**config.mk**
```make
export PLATFORM = sky130hd
export DESIGN_NAME = glob_wildcard_matcher
export DESIGN_NICKNAME = d
export VERILOG_FILES = /design/src/sv/gwm_pkg.sv /design/src/sv/gwm_cfg.sv /design/src/sv/gwm_close.sv /design/src/sv/gwm_step.sv /design/src/sv/glob_wildcard_matcher.sv
export SDC_FILE = /design/constraint.sdc
export NUM_CORES = 1
export LEC_CHECK = 0
export ABC_AREA = 0
export ABC_CLOCK_PERIOD_IN_PS = 4300
export BUFFER_PORTS_ARGS = -buffer_cell sky130_fd_sc_hd__clkbuf_2
export CAP_MARGIN = 20
export CORE_MARGIN = 4
export CORE_UTILIZATION = 40
export DETAILED_ROUTE_END_ITERATION = 10
export GPL_ROUTABILITY_DRIVEN = 0
export PLACE_DENSITY_LB_ADDON = 0.1
export SLEW_MARGIN = 30
export SYNTH_ARGS = -nofsm -noshare
export SYNTH_HDL_FRONTEND = slang
export SYNTH_SLANG_ARGS = --single-unit
```
**constraint.sdc**
```tcl
create_clock -name clk -period 4.3 [get_ports clk]
set_input_delay 0.215 -clock clk [delete_from_list [all_inputs] [get_ports clk]]
set_output_delay 0.215 -clock clk [all_outputs]
set_load 0.01 [all_outputs]
```
**src/sv/gwm_pkg.sv**
```systemverilog
// Shared types and constants for the glob wildcard matcher.
// Used by gwm_cfg, gwm_step and glob_wildcard_matcher; no dependencies.
package gwm_pkg;

	// Fixed register geometry
	localparam int PAT_BYTES  = 16;
	localparam int LEN_W      = 5;
	localparam int CFG_IDX_W  = 2;
	localparam int CFG_DATA_W = 64;

	// Register indexes on the configuration port
	localparam logic [CFG_IDX_W-1:0] REG_PAT_LOW  = 2'd0;
	localparam logic [CFG_IDX_W-1:0] REG_PAT_HIGH = 2'd1;
	localparam logic [CFG_IDX_W-1:0] REG_PAT_LEN  = 2'd2;

	// Special byte codes
	localparam logic [7:0] STAR_BYTE = 8'h2A;
	localparam logic [7:0] ANY_BYTE  = 8'h3F;
	localparam logic [7:0] DOT_BYTE  = 8'h2E;
	localparam logic [7:0] END_BYTE  = 8'h00;

	// Pattern as seen by the matching logic; len already clamped
	typedef struct packed {
		logic [PAT_BYTES-1:0][7:0] bytes;
		logic [LEN_W-1:0]          len;
	} pat_cfg_t;

endpackage

```
**src/sv/gwm_cfg.sv**
```systemverilog
// Pattern configuration registers with length clamp.
// Depends on gwm_pkg.
module gwm_cfg #(
	parameter int PATTERN_MAX = 16
) (
	input  logic                             clk,
	input  logic                             arst_n,
	input  logic                             cfg_wr_en,
	input  logic [gwm_pkg::CFG_IDX_W-1:0]    cfg_index,
	input  logic [gwm_pkg::CFG_DATA_W-1:0]   cfg_data,
	output gwm_pkg::pat_cfg_t                pat
);

	logic [gwm_pkg::CFG_DATA_W-1:0] pat_low_q;
	logic [gwm_pkg::CFG_DATA_W-1:0] pat_high_q;
	logic [gwm_pkg::LEN_W-1:0]      len_q;

	// Register writes
	always_ff @(posedge clk or negedge arst_n) begin
		if (!arst_n) begin
			pat_low_q  <= '0;
			pat_high_q <= '0;
			len_q      <= '0;
		end else if (cfg_wr_en) begin
			case (cfg_index)
				gwm_pkg::REG_PAT_LOW:  pat_low_q  <= cfg_data;
				gwm_pkg::REG_PAT_HIGH: pat_high_q <= cfg_data;
				gwm_pkg::REG_PAT_LEN:  len_q      <= cfg_data[gwm_pkg::LEN_W-1:0];
				default: ;
			endcase
		end
	end

	// Byte 0 sits in the low bits of the low word
	assign pat.bytes = {pat_high_q, pat_low_q};
	assign pat.len   = (len_q > gwm_pkg::LEN_W'(PATTERN_MAX)) ?
		gwm_pkg::LEN_W'(PATTERN_MAX) : len_q;

endmodule

```
**src/sv/gwm_close.sv**
```systemverilog
// Star closure of an active-position vector as a log-depth prefix scan.
// No package dependencies.
module gwm_close #(
	parameter int PATTERN_MAX = 16
) (
	input  logic [PATTERN_MAX:0]   v,
	input  logic [PATTERN_MAX:0]   mask,
	input  logic [PATTERN_MAX-1:0] star,
	output logic [PATTERN_MAX:0]   closed
);

	localparam int LEVELS = $clog2(PATTERN_MAX + 1);

	// A set bit at i carries to i+1 when position i is a star:
	// closed[i] = (v[i] & mask[i]) | (closed[i-1] & star[i-1]), done Kogge-Stone style.
	always_comb begin
		logic [PATTERN_MAX:0] g;
		logic [PATTERN_MAX:0] p;
		g = v & mask;
		p = {star, 1'b0};
		for (int k = 0; k < LEVELS; k++) begin
			g = g | (p & (g << (1 << k)));
			p = p & (p << (1 << k));
		end
		closed = g;
	end

endmodule

```
**src/sv/gwm_step.sv**
```systemverilog
// One NFA step: close the state, advance on a text byte, close again.
// Depends on gwm_pkg and gwm_close.
module gwm_step #(
	parameter int PATTERN_MAX = 16
) (
	input  gwm_pkg::pat_cfg_t      pat,
	input  logic [PATTERN_MAX:0]   state,
	input  logic [7:0]             text_byte,
	output logic [PATTERN_MAX:0]   next_state,
	output logic                   matched
);

	logic [PATTERN_MAX:0]   mask;
	logic [PATTERN_MAX:0]   len_sel;
	logic [PATTERN_MAX-1:0] star;
	logic [PATTERN_MAX-1:0] hit;
	logic [PATTERN_MAX:0]   cur;
	logic [PATTERN_MAX:0]   adv;

	// Per-position decode of the pattern against this byte
	always_comb begin
		for (int i = 0; i <= PATTERN_MAX; i++) begin
			mask[i]    = gwm_pkg::LEN_W'(i) <= pat.len;
			len_sel[i] = gwm_pkg::LEN_W'(i) == pat.len;
		end
		for (int i = 0; i < PATTERN_MAX; i++) begin
			star[i] = (gwm_pkg::LEN_W'(i) < pat.len) && (pat.bytes[i] == gwm_pkg::STAR_BYTE);
			hit[i]  = (gwm_pkg::LEN_W'(i) < pat.len) && !star[i] &&
				((pat.bytes[i] == text_byte) ||
				 ((pat.bytes[i] == gwm_pkg::ANY_BYTE) && (text_byte != gwm_pkg::DOT_BYTE)));
		end
	end

	gwm_close #(.PATTERN_MAX(PATTERN_MAX)) u_close_cur (
		.v      (state),
		.mask   (mask),
		.star   (star),
		.closed (cur)
	);

	// Stars hold their position, matching bytes move one on
	assign adv = ({1'b0, cur[PATTERN_MAX-1:0] & star}) |
		({cur[PATTERN_MAX-1:0] & hit, 1'b0});

	gwm_close #(.PATTERN_MAX(PATTERN_MAX)) u_close_adv (
		.v      (adv),
		.mask   (mask),
		.star   (star),
		.closed (next_state)
	);

	assign matched = |(cur & len_sel);

endmodule

```
**src/sv/glob_wildcard_matcher.sv**
```systemverilog
// Glob wildcard matcher top level: input register, NFA step, result register.
// Depends on gwm_pkg, gwm_cfg, gwm_close and gwm_step.
//
// Usage: text arrives one byte per word on in_valid/in_stall/text_byte.
// Bytes other than zero give no result; a zero byte ends the string and
// gives one word on out_valid/out_stall/matched, 1 when the whole text
// matched the pattern ('*' any run, '?' any byte but '.', else exact).
// The pattern is written through cfg_wr_en/cfg_index/cfg_data while no
// string is in flight: index 0 bytes 0..7, 1 bytes 8..15, 2 the length.
// Throughput: one byte per cycle while in_stall is low. The active-position
// vector is updated combinationally (closure, advance, closure) and fed
// back, so that loop sets the rate. An accepted byte is held in the input
// register and stepped from there; an end byte loads the result register,
// and the result is offered from then on.
// Reset clears the pattern to empty and the state to the start position.
// A stalled result holds; nonzero bytes keep flowing under it, while an
// end byte waits in the input register and in_stall rises until the
// pending result is taken.
module glob_wildcard_matcher #(
	parameter int PATTERN_MAX = 16
) (
	input  logic                             clk,
	input  logic                             arst_n,
	input  logic                             cfg_wr_en,
	input  logic [gwm_pkg::CFG_IDX_W-1:0]    cfg_index,
	input  logic [gwm_pkg::CFG_DATA_W-1:0]   cfg_data,
	input  logic                             in_valid,
	output logic                             in_stall,
	input  logic [7:0]                       text_byte,
	output logic                             out_valid,
	input  logic                             out_stall,
	output logic                             matched
);

	localparam logic [PATTERN_MAX:0] START_STATE = (PATTERN_MAX+1)'(1);

	gwm_pkg::pat_cfg_t    pat;
	logic                 valid_s1;
	logic [7:0]           byte_s1;
	logic                 is_end_s1;
	logic                 go_s1;
	logic [PATTERN_MAX:0] state_q;
	logic [PATTERN_MAX:0] next_state;
	logic                 step_matched;
	logic                 out_valid_q;
	logic                 matched_q;

	gwm_cfg #(.PATTERN_MAX(PATTERN_MAX)) u_cfg (
		.clk       (clk),
		.arst_n    (arst_n),
		.cfg_wr_en (cfg_wr_en),
		.cfg_index (cfg_index),
		.cfg_data  (cfg_data),
		.pat       (pat)
	);

	// Stage 1 drains unless it holds an end byte facing a stuck result
	assign is_end_s1 = byte_s1 == gwm_pkg::END_BYTE;
	assign go_s1     = valid_s1 && (!is_end_s1 || !out_valid_q || !out_stall);
	assign in_stall  = valid_s1 && !go_s1;

	// Input register
	always_ff @(posedge clk or negedge arst_n) begin
		if (!arst_n) begin
			valid_s1 <= 1'b0;
		end else if (!in_stall) begin
			valid_s1 <= in_valid;
		end
	end

	always_ff @(posedge clk) begin
		if (in_valid && !in_stall) begin
			byte_s1 <= text_byte;
		end
	end

	gwm_step #(.PATTERN_MAX(PATTERN_MAX)) u_step (
		.pat        (pat),
		.state      (state_q),
		.text_byte  (byte_s1),
		.next_state (next_state),
		.matched    (step_matched)
	);

	// Active positions
	always_ff @(posedge clk or negedge arst_n) begin
		if (!arst_n) begin
			state_q <= START_STATE;
		end else if (go_s1) begin
			state_q <= is_end_s1 ? START_STATE : next_state;
		end
	end

	// Result register
	always_ff @(posedge clk or negedge arst_n) begin
		if (!arst_n) begin
			out_valid_q <= 1'b0;
		end else if (go_s1 && is_end_s1) begin
			out_valid_q <= 1'b1;
		end else if (!out_stall) begin
			out_valid_q <= 1'b0;
		end
	end

	always_ff @(posedge clk) begin
		if (go_s1 && is_end_s1) begin
			matched_q <= step_matched;
		end
	end

	assign out_valid = out_valid_q;
	assign matched   = matched_q;

	// An end of string always restarts the NFA
	a_restart: assert property (@(posedge clk) disable iff (!arst_n)
		(go_s1 && is_end_s1) |=> (state_q == START_STATE))
		else $error("state not restarted after end byte");

	// Input backs up only behind an end byte blocked by a pending result
	a_stall_cause: assert property (@(posedge clk) disable iff (!arst_n)
		in_stall |-> (valid_s1 && is_end_s1 && out_valid_q && out_stall))
		else $error("input stalled without a blocked end byte");

	// A new result only comes from an end byte stepping through
	a_result_src: assert property (@(posedge clk) disable iff (!arst_n)
		$rose(out_valid_q) |-> $past(go_s1 && is_end_s1))
		else $error("result appeared without an end byte");

endmodule

```
==> Word level (Yosys, flattened, before mapping) <==
Index checks and enable logic that the tools add are counted.
{ "op_classes": {"n_lt_le_gt_ge": 34, "shifts": 0, "div_mod_pow": 0, "n_mux": 4, "bitwise": 30, "multipliers": 0, "reduce_logical": 114, "eq_ne": 68, "n_addsub": 0} }
{ "op_table": {"columns": ["op", "count"], "rows": [
  ["bitwise AND 17 bit", 17],
  ["equality test 8 x 6 -> 1 bit (second input constant)", 32],
  ["OR 17 bit", 10],
  ["equality test 8 bit", 16],
  ["logical AND 1 bit", 68],
  ["equality test 4 x 5 -> 1 bit (first input constant)", 8],
  ["<= comparator 4 x 5 -> 1 bit (first input constant)", 8],
  ["< comparator 4 x 5 -> 1 bit (first input constant)", 8],
  ["bitwise AND 16 bit", 2],
  ["zero test 1 bit", 21],
  ["equality test 3 x 5 -> 1 bit (first input constant)", 4],
  ["<= comparator 3 x 5 -> 1 bit (first input constant)", 4],
  ["< comparator 3 x 5 -> 1 bit (first input constant)", 4],
  ["logical OR 1 bit", 18],
  ["two-way mux 17 bit", 1],
  ["OR 16 x 17 -> 17 bit", 1],
  ["OR reduction 17 bit", 1],
  ["equality test 2 x 5 -> 1 bit (first input constant)", 2],
  ["<= comparator 1 x 5 -> 1 bit (first input constant)", 2],
  ["<= comparator 2 x 5 -> 1 bit (first input constant)", 2],
  ["< comparator 1 x 5 -> 1 bit (first input constant)", 2],
  ["< comparator 2 x 5 -> 1 bit (first input constant)", 2],
  ["zero test 8 bit", 1],
  ["inequality test 8 x 6 -> 1 bit (second input constant)", 1],
  ["other kinds (12)", 15]
]} }
{ "totals": {"output_inout_bits": 3, "latch_bits": 0, "inputBits": 79, "regBits": 161, "romBits": 0, "n_memories": 0, "elab_cells": 258, "mem_bits_rw": 0} }

==> Longest topological paths before layout <==
Gate-level depths: netlist of the first run.
{ "logic_depth": {"depth_word": 28, "ltp_mapped": 13, "ltp_nobuf": 11} }

==> Modules after synthesis <==
Synthesis of the first run repeated with hierarchy kept, for this count alone.
{ "unflattened": {"cells_unflattened": 883, "hier_area_um2": 10123.5} }
{ "modules_own_cells": {"columns": ["mod", "n_inst", "cells_per_inst", "area_each_um2"], "rows": [
  ["gwm_cfg", 1, 288, 5388.9],
  ["gwm_step", 1, 405, 2768.9],
  ["glob_wildcard_matcher", 1, 64, 1067.3],
  ["gwm_close", 2, 63, 449.2]
]} }

==> Worst setup path after synthesis of the first run <==
OpenSTA, ideal clock, no wires.
{ "synth_timing": {"kind": "register -> register", "startpoint": "register byte_s1[0]", "endpoint": "register state_q[15]", "setup_time_ns": 0.120, "arrival_ns": 2.667, "synth_period_minus_slack_ns": 2.787, "path_slack_ns": 1.513, "path_buffers": 2, "stages_incl_launch_ff": 14, "path_cell_list": "edfxtp_1 -> buf_6 -> or4_4 -> nor2_4 -> buf_6 -> nor2_2 -> a31oi_4 -> a21oi_1 -> a221oi_2 -> o21ai_1 -> a211o_1 -> nor2_2 -> o31ai_1 -> a31o_1"} }
{ "synth_between": {"elab_chain_len": 16} }
{ "synth_lines": {"columns": ["item", "line", "text"], "rows": [
  ["start, declared", "glob_wildcard_matcher.sv:39", "logic [7:0] byte_s1;"],
  ["start signal, assigned", "glob_wildcard_matcher.sv:73", "byte_s1 <= text_byte;"],
  ["inequality test 8 x 6 -> 1 bit", "gwm_step.sv:30", "((pat.bytes[i] == gwm_pkg::ANY_BYTE) && (text_byte != gwm_pkg::DOT_BYTE)));"],
  ["logical AND 1 bit", "gwm_step.sv:30", null],
  ["logical OR 1 bit", "gwm_step.sv:29", "((pat.bytes[i] == text_byte) ||"],
  ["logical AND 1 bit", "gwm_step.sv:28", "hit[i] = (gwm_pkg::LEN_W'(i) < pat.len) && !star[i] &&"],
  ["bitwise AND 16 bit", "gwm_step.sv:43", "({cur[PATTERN_MAX-1:0] & hit, 1'b0});"],
  ["OR 16 x 17 -> 17 bit", "gwm_step.sv:42", "assign adv = ({1'b0, cur[PATTERN_MAX-1:0] & star}) |"],
  ["bitwise AND 17 bit", "gwm_close.sv:19", "g = v & mask;"],
  ["bitwise AND 17 bit / OR 17 bit (equally long branches)", "gwm_close.sv:22", "g = g | (p & (g << (1 << k)));"],
  ["OR 17 bit / bitwise AND 17 bit (equally long branches)", "gwm_close.sv:22", null],
  ["bitwise AND 17 bit / OR 17 bit (equally long branches)", "gwm_close.sv:22", null],
  ["OR 17 bit / bitwise AND 17 bit (equally long branches)", "gwm_close.sv:22", null],
  ["bitwise AND 17 bit / OR 17 bit (equally long branches)", "gwm_close.sv:22", null],
  ["OR 17 bit / bitwise AND 17 bit (equally long branches)", "gwm_close.sv:22", null],
  ["OR 17 bit (2 in a row)", "gwm_close.sv:22", null],
  ["two-way mux 17 bit", "glob_wildcard_matcher.sv:90", "state_q <= is_end_s1 ? START_STATE : next_state;"],
  ["end signal, assigned", "glob_wildcard_matcher.sv:90", null],
  ["end, declared", "glob_wildcard_matcher.sv:42", "logic [PATTERN_MAX:0] state_q;"]
]} }
Several ways; a longest one is shown, not always the timed one.
A chain may end at the register's enable or synchronous reset.

==> Final worst setup path of the first run <==
{ "layout_timing": {"startpoint": "register u_cfg.len_q[2] in the netlist's numbering", "endpoint": "register state_q[13]"} }
{ "layout_between": {"elab_chain_len": 23} }
{ "layout_lines": {"columns": ["item", "line", "text"], "rows": [
  ["start, declared", "gwm_cfg.sv:16", "logic [gwm_pkg::LEN_W-1:0] len_q;"],
  ["start signal, assigned", "gwm_cfg.sv:28", "gwm_pkg::REG_PAT_LEN: len_q <= cfg_data[gwm_pkg::LEN_W-1:0];"],
  ["greater-than comparator 5 bit", "gwm_cfg.sv:36", "assign pat.len = (len_q > gwm_pkg::LEN_W'(PATTERN_MAX)) ?"],
  ["two-way mux 5 bit (*)", "gwm_cfg.sv:36", null],
  ["<= comparator 2 x 5 -> 1 bit, or another cell as far along", "gwm_step.sv:23", "mask[i] = gwm_pkg::LEN_W'(i) <= pat.len;"],
  ["bitwise AND 17 bit / logical AND 1 bit (equally long branches)", "gwm_close.sv:19, gwm_step.sv:27", null],
  ["bitwise AND 17 bit, or another cell as far along", "gwm_close.sv:22", null],
  ["OR 17 bit / bitwise AND 17 bit (equally long branches)", "gwm_close.sv:22", null],
  ["bitwise AND 17 bit / OR 17 bit (equally long branches)", "gwm_close.sv:22", null],
  ["OR 17 bit / bitwise AND 17 bit (equally long branches)", "gwm_close.sv:22", null],
  ["[6 not listed]", null, null],
  ["bitwise AND 17 bit, on equally long branches", "gwm_close.sv:19, gwm_close.sv:22", null],
  ["bitwise AND 17 bit / OR 17 bit (equally long branches)", "gwm_close.sv:22", null],
  ["OR 17 bit / bitwise AND 17 bit (equally long branches)", "gwm_close.sv:22", null],
  ["bitwise AND 17 bit / OR 17 bit (equally long branches)", "gwm_close.sv:22", null],
  ["OR 17 bit / bitwise AND 17 bit (equally long branches)", "gwm_close.sv:22", null],
  ["OR 17 bit (2 in a row)", "gwm_close.sv:22", null],
  ["OR 17 bit (*)", "gwm_close.sv:22", null],
  ["two-way mux 17 bit (*)", "glob_wildcard_matcher.sv:90", null]
]} }
Mark *: on every way between the ends. The rest lies on a longest branch, timed or not.

==> flow_summary.yaml, run 1 <==
floorplanning:
  start_util_pct: 40.6
  dieArea_mm2: 0.0273
  die_y_um: 165
  io_pins: 82
  num_rows: 57
  die_w_um: 165
  coreArea_mm2: 0.0243
global_route:
  grt_overflow: 0
  grtUsageTotal_pct: 21.5
  grt_pass1_wl_um: 45200
  grt_pass1_vias: 7933
  antenna_found_initial: 0
  grt_max_degree: 84
timing:
  final_hold_viol_count: 0
  period_needed_ns: 3.54
  fin_skew_ns: 0.0190
  tightest_slew_ns: 0.937
  whs_ns: 0.0204
  tns_ns: 0
  rsz0062_at_grt: "no"
  post-route-period-util_pct: 82.2
  slew_headroom_pct: 37.5
  slew_violations: 0
  fmax_mhz: 283
  finalSetupViolCount: 0
clock_network:
  root_buffer: "clkbuf_16"
  htree_levels: 4
  clk_pin_slew_worst_paths_ns: 0.07
  insertion_delay_ns: 0.44
  cts_buffers: 17
  tritoncts: "done"
  cts.sinks: 161
  post_cts.repair.setup_buffers: 0
  cts_max_path_buffers: 2
logic_synthesis:
  synth_top_flop_cell: "dfrtp_1"
  ys_seq_area_share_pct: 41.2
  syn_area_mm2: 0.00988
  async_reset_ff_share_pct: 94.4
  ys_ff_latch: 161
  yosysWarnings: 0
  synthTopCellsByArea: "dfrtp_1 (38%), mux2_2 (15%), xnor2_1 (6.4%)"
  synthTopCellsByCount: "dfrtp_1 (151), mux2_2 (133), xnor2_1 (72)"
  synth_area_per_cell_um2: 10.4
  ys_types: 90
  synth_edf_count: 9
  yosysMostFrequentCell: "dfrtp_1"
  synth_cells: 951
  yosysTopAreaCell: "dfrtp_1"
  syn-num-nets: 1030
  yosysTopAreaCellShare_pct: 38.2
cells_and_area:
  seq_area_mm2: 0.00408
  syn_to_final_growth_pct: 14.8
  drive_above_1_share_pct: 28.4
  antenna_cells: 0
  fill_cells: 2294
  multiInputGateArea_mm2: 0.00558
  final_nets: 1115
route:
  drtIter0Drc: 515
  vias: 7968
  m1WireLength_um: 13900
  wl_met3_um: 1330
  drtPass1Iterations: 5
  ant_nets: 0
  avgRoutedWirePerCell_um: 21.0
  route.top_layer_used: "met4"
  via_per_inst: 5.80
  wl_met2_um: 13000
  drc: 0
  wirelength_um: 28800
pwr:
  irDropWorstVdd_v: 0.000190
  p_per_area_mw_per_mm2: 406
  leakagePower_nw: 4.42
run_status:
  status: "complete, no violations"
worst_setup_path:
  crit_type: "reg -> reg"
  critical_path.most_common_cell: "nor4_2"
  path_delay_family: "simple AND/OR/NAND/NOR gates"
  crit_path_start_kind: "flop"
  worstPathArrival_ns: 3.85
  cp_max_fo: 22
  crit_chain: "or2_1, nor4_1, nor4_2, nor2_1, nor4_2, a221oi_2, o21ai_1, a211o_1, nor2_2, o41ai_1, a22o_1"
  cp-end-kind: "flop"
  path_buf_inv: 0
  crit_required_ns: 4.61
  critPathMaxStageDelay_ns: 0.64
  slowest_stage: "dfrtp_1"
min_path:
  hold_path.class: "in -> reg"
place:
  numPortBuffers: 81
  dp_hpwl_um: 21000
job:
  maxCapViolations: 0
==> per-layer routing <==
metal | GRT usage, % | up-vias
li1 | - | 3718
met1 | 31.1 | 4004
met2 | 32.8 | 208
met3 | 4.02 | 38
met4 | 6.31 | 0
met5 | 0 | -
==> state kept, by name, indices dropped and copies added, names as in the netlist <==
register and cells:
u_cfg.pat_high_q 64, u_cfg.len_q 5, out_valid 1, state_q 17
byte_s1 8, u_cfg.pat_low_q 64, valid_s1 1, matched 1
==> layout by cell type, fill, tap and decap left out, types with 30 or more instances in the layout <==
master,netlist,routed
dfrtp_1,151,151
nor2_1,59,59
nand4_1,36,36
nand2_1,59,59
clkbuf_2,0,80
a21oi_1,32,32
xor2_1,56,56
xnor2_1,72,72
mux2_2,133,133
nand3_1,30,30
==> final timing paths <==
check,from,endpoint,slack [ns],cells past startpoint
min in group asynchronous,arst_n,u_cfg.pat_low_q[57]$_DFFE_PN0P_,0.35,2
max in group asynchronous,arst_n,u_cfg.pat_low_q[20]$_DFFE_PN0P_,3.06,3
max,u_cfg.len_q[2]$_DFFE_PN0P_,state_q[13]$_DFFE_PN0P_,0.76,11
min,cfg_data[5],u_cfg.pat_low_q[5]$_DFFE_PN0P_,0.02,2
max reg2reg,u_cfg.len_q[2]$_DFFE_PN0P_,state_q[13]$_DFFE_PN0P_,0.76,11
min reg2reg,out_valid$_DFFE_PN0P_,out_valid$_DFFE_PN0P_,0.53,2
==> power by group <==
| group | switching [mW] | internal (mW) | total, mW |
|---|---|---|---|
| Sequential | 0.346 | 1.77 | 2.12 |
| Clock | 0.701 | 0.834 | 1.53 |
| Combinational | 0.447 | 0.505 | 0.952 |
==> logic make-up after synthesis <==
group                  share of synthesized area [%]
multiplexers                                    15.3
AND/OR/NAND/NOR                                 17.1
AO/OA/AOI/OAI                                   12.7
buffers and inverters                           2.39
XOR/XNOR                                        11.3
flip-flops                                      41.2
==> stage by stage <==
step	util [%]	total power, mW	worst slack, ns	std cells	cell area (µm²)
after floorplan	-	2.75	1.51	951	9880
after global placement	43.8	3.07	0.824	1330	10700
after detailed placement	43.9	3.08	0.832	1331	10700
after global routing	46.7	4.84	0.555	1373	11300
after CTS	46.7	4.64	0.818	1373	11300
final	46.7	4.60	0.765	1373	11300
==> timing repair <==
action | in CTS | in global routing
hold buffers | 10 | 0
resized for setup | 0 | 0
endpoints found under the hold margin | 77 | 0
==> layout make-up <==
class / count / area share (%)
Clock buffer: 18 / 3.87
Multi-Input combinational cell: 738 / 49.1
Sequential cell: 161 / 35.9
Tap cell: 324 / 3.57
Inverter: 6 / 0.198
Timing Repair Buffer: 112 / 6.04
Clock inverter: 14 / 1.27
(Power assumes the default switching activity.)
==> inputs of run 2 (changes only) <==
ABC_CLOCK_PERIOD_IN_PS = 3290   (was 4300)
clock period = 3.29 ns   (was 4.3 ns; I/O delays follow)
==> flow_summary.yaml, run 2 (synthesis results as in run 1) <==
cells_and_area:
  drive_above_1_share_pct: 30.1
  antenna_cells: 0
  syn_to_final_growth_pct: 24.2
  final_cell_mix: "dfrtp_1 (150), mux2_2 (133), clkbuf_2 (80)"
  final_common_cell: "dfrtp_1"
  top_regs: "u_cfg.pat_high_q (64), u_cfg.pat_low_q (64), state_q (17)"
  final_nets: 1211
clock_network:
  cts.sinks: 161
  htree_levels: 4
  cts_max_path_buffers: 2
  insertion_delay_ns: 0.43
  cts_buffers: 17
  clk_pin_slew_worst_paths_ns: 0.07
  tritoncts: "done"
  root_buffer: "clkbuf_16"
worst_setup_path:
  path_delay_family: "compound AO/OA/AOI/OAI gates"
  critPathLaunch: "byte_s1[0]$_DFFE_PP_"
  rr_startpoint: "byte_s1[0]$_DFFE_PP_"
  cp_max_fo: 14
  critPathMaxStageDelay_ns: 0.63
  path_buf_inv: 1
  crit_type: "reg -> reg"
  crit_chain: "or4_4, nor2_4, buf_12, o31ai_1, a41o_1, o21ai_2, a211oi_1, nor3_2, o221ai_2, a221o_1"
  cp-end-kind: "flop"
  slowest_stage: "or4_4"
  crit_path_start_kind: "flop"
  worstPathArrival_ns: 3.50
  crit_required_ns: 3.61
min_path:
  hold_path.class: "in -> reg"
  hp-start: "cfg_data[32]"
floorplanning:
  start_util_pct: 40.6
  io_pins: 82
  dieArea_mm2: 0.0273
  coreArea_mm2: 0.0243
  die_y_um: 165
  die_w_um: 165
  num_rows: 57
timing:
  final_hold_viol_count: 0
  rsz0062_at_grt: "no"
  slew_violations: 0
  period_needed_ns: 3.18
  fin_skew_ns: 0.0155
  post-route-period-util_pct: 96.8
  fin_ws_ns: 0.106
  tightest_slew_ns: 0.973
  fmax_mhz: 314
  finalSetupViolCount: 0
  slew_headroom_pct: 35.1
  tns_ns: 0
global_route:
  grtUsageTotal_pct: 23.0
  grt_max_degree: 65
  grt_pass1_wl_um: 48300
  grt_overflow: 0
  antenna_found_initial: 0
  grt_pass1_vias: 8412
route:
  drtPass1Iterations: 8
  drc: 0
  ant_nets: 0
  wirelength_um: 30200
  vias: 8403
  drtIter0Drc: 553
  via_per_inst: 5.72
  avgRoutedWirePerCell_um: 20.6
job:
  maxCapViolations: 0
place:
  dp_hpwl_um: 21600
  numPortBuffers: 81
  post-place-ws_ns: 0.188
run_status:
  status: "complete, no violations"
pwr:
  irDropWorstVdd_v: 0.000410
  leakagePower_nw: 4.88
  p_per_area_mw_per_mm2: 504
==> run 2: changes by cell type in the layout (fill, tap and decap cells not counted), moves of 2 or more <==
cell | before | now
dlygate4sd3_1 | 10 | 64
buf_4 | 19 | 60
buf_12 | 1 | 3
inv_8 | 3 | 1
==> run 2: repair_timing <==
action                                 CTS  global route
buffers inserted                         0             0
endpoints found under the hold margin  168             0
resized for setup                        0             8
setup endpoints to repair                0             4
hold buffers                            64             0
==> run 2: cell type report <==
cell class	count	area, µm²
Fill cell	2227	12000
Multi-Input combinational cell	738	5610
Sequential cell	161	4080
Timing Repair Buffer	208	1560
Clock buffer	19	443
Tap cell	324	405
Clock inverter	13	151
Inverter	6	22.5
==> run 2: worst paths after layout <==
path / end / slack, ns / depth (start not counted)
hold / removal: u_cfg.pat_high_q[32]$_DFFE_PN0P_ / 0.01 / 2
max in group asynchronous: u_cfg.pat_low_q[27]$_DFFE_PN0P_ / 2.10 / 3
hold reg to reg: out_valid$_DFFE_PN0P_ / 0.53 / 2
setup / recovery: state_q[12]$_DFFE_PN0P_ / 0.11 / 10
min in group asynchronous: u_cfg.pat_high_q[57]$_DFFE_PN0P_ / 0.27 / 2
setup reg to reg: state_q[12]$_DFFE_PN0P_ / 0.11 / 10
==> run 2: power by group <==
part	switching (mW)	leakage, nW	total (mW)	internal, mW
clock	0.892	0.283	2.05	1.16
combinational	0.661	2.68	1.42	0.762
sequential	0.395	1.92	2.71	2.32
total	1.95	4.88	6.18	4.23
==> run 2: metal layers <==
| metal | global-route usage, % | wire length (µm) | up-vias |
|---|---|---|---|
| li1 | - | - | 3914 |
| met4 | 5.75 | 635 | 0 |
| met5 | 0 | 0 | - |
| met1 | 33.1 | 14400 | 4184 |
| met3 | 5.16 | 1700 | 54 |
| met2 | 35.1 | 13500 | 251 |
==> run 2: per-stage QoR <==
| step | utilization (%) | total power [mW] | cells | area [µm²] | hold WS, ns |
|---|---|---|---|---|---|
| 5_1_grt | 50.5 | 6.51 | 1469 | 12300 | 0.00599 |
| 4_1_cts | 50.3 | 6.23 | 1469 | 12200 | 0.00303 |
| 6_report | 50.5 | 6.18 | 1469 | 12300 | 0.0129 |
| 3_5_place_dp | 45.2 | 4.10 | 1373 | 11000 | 0.198 |
| 3_3_place_gp | 45.2 | 4.07 | 1373 | 11000 | 0.187 |
| 2_1_floorplan | - | 3.60 | 951 | 9880 | -0.131 |
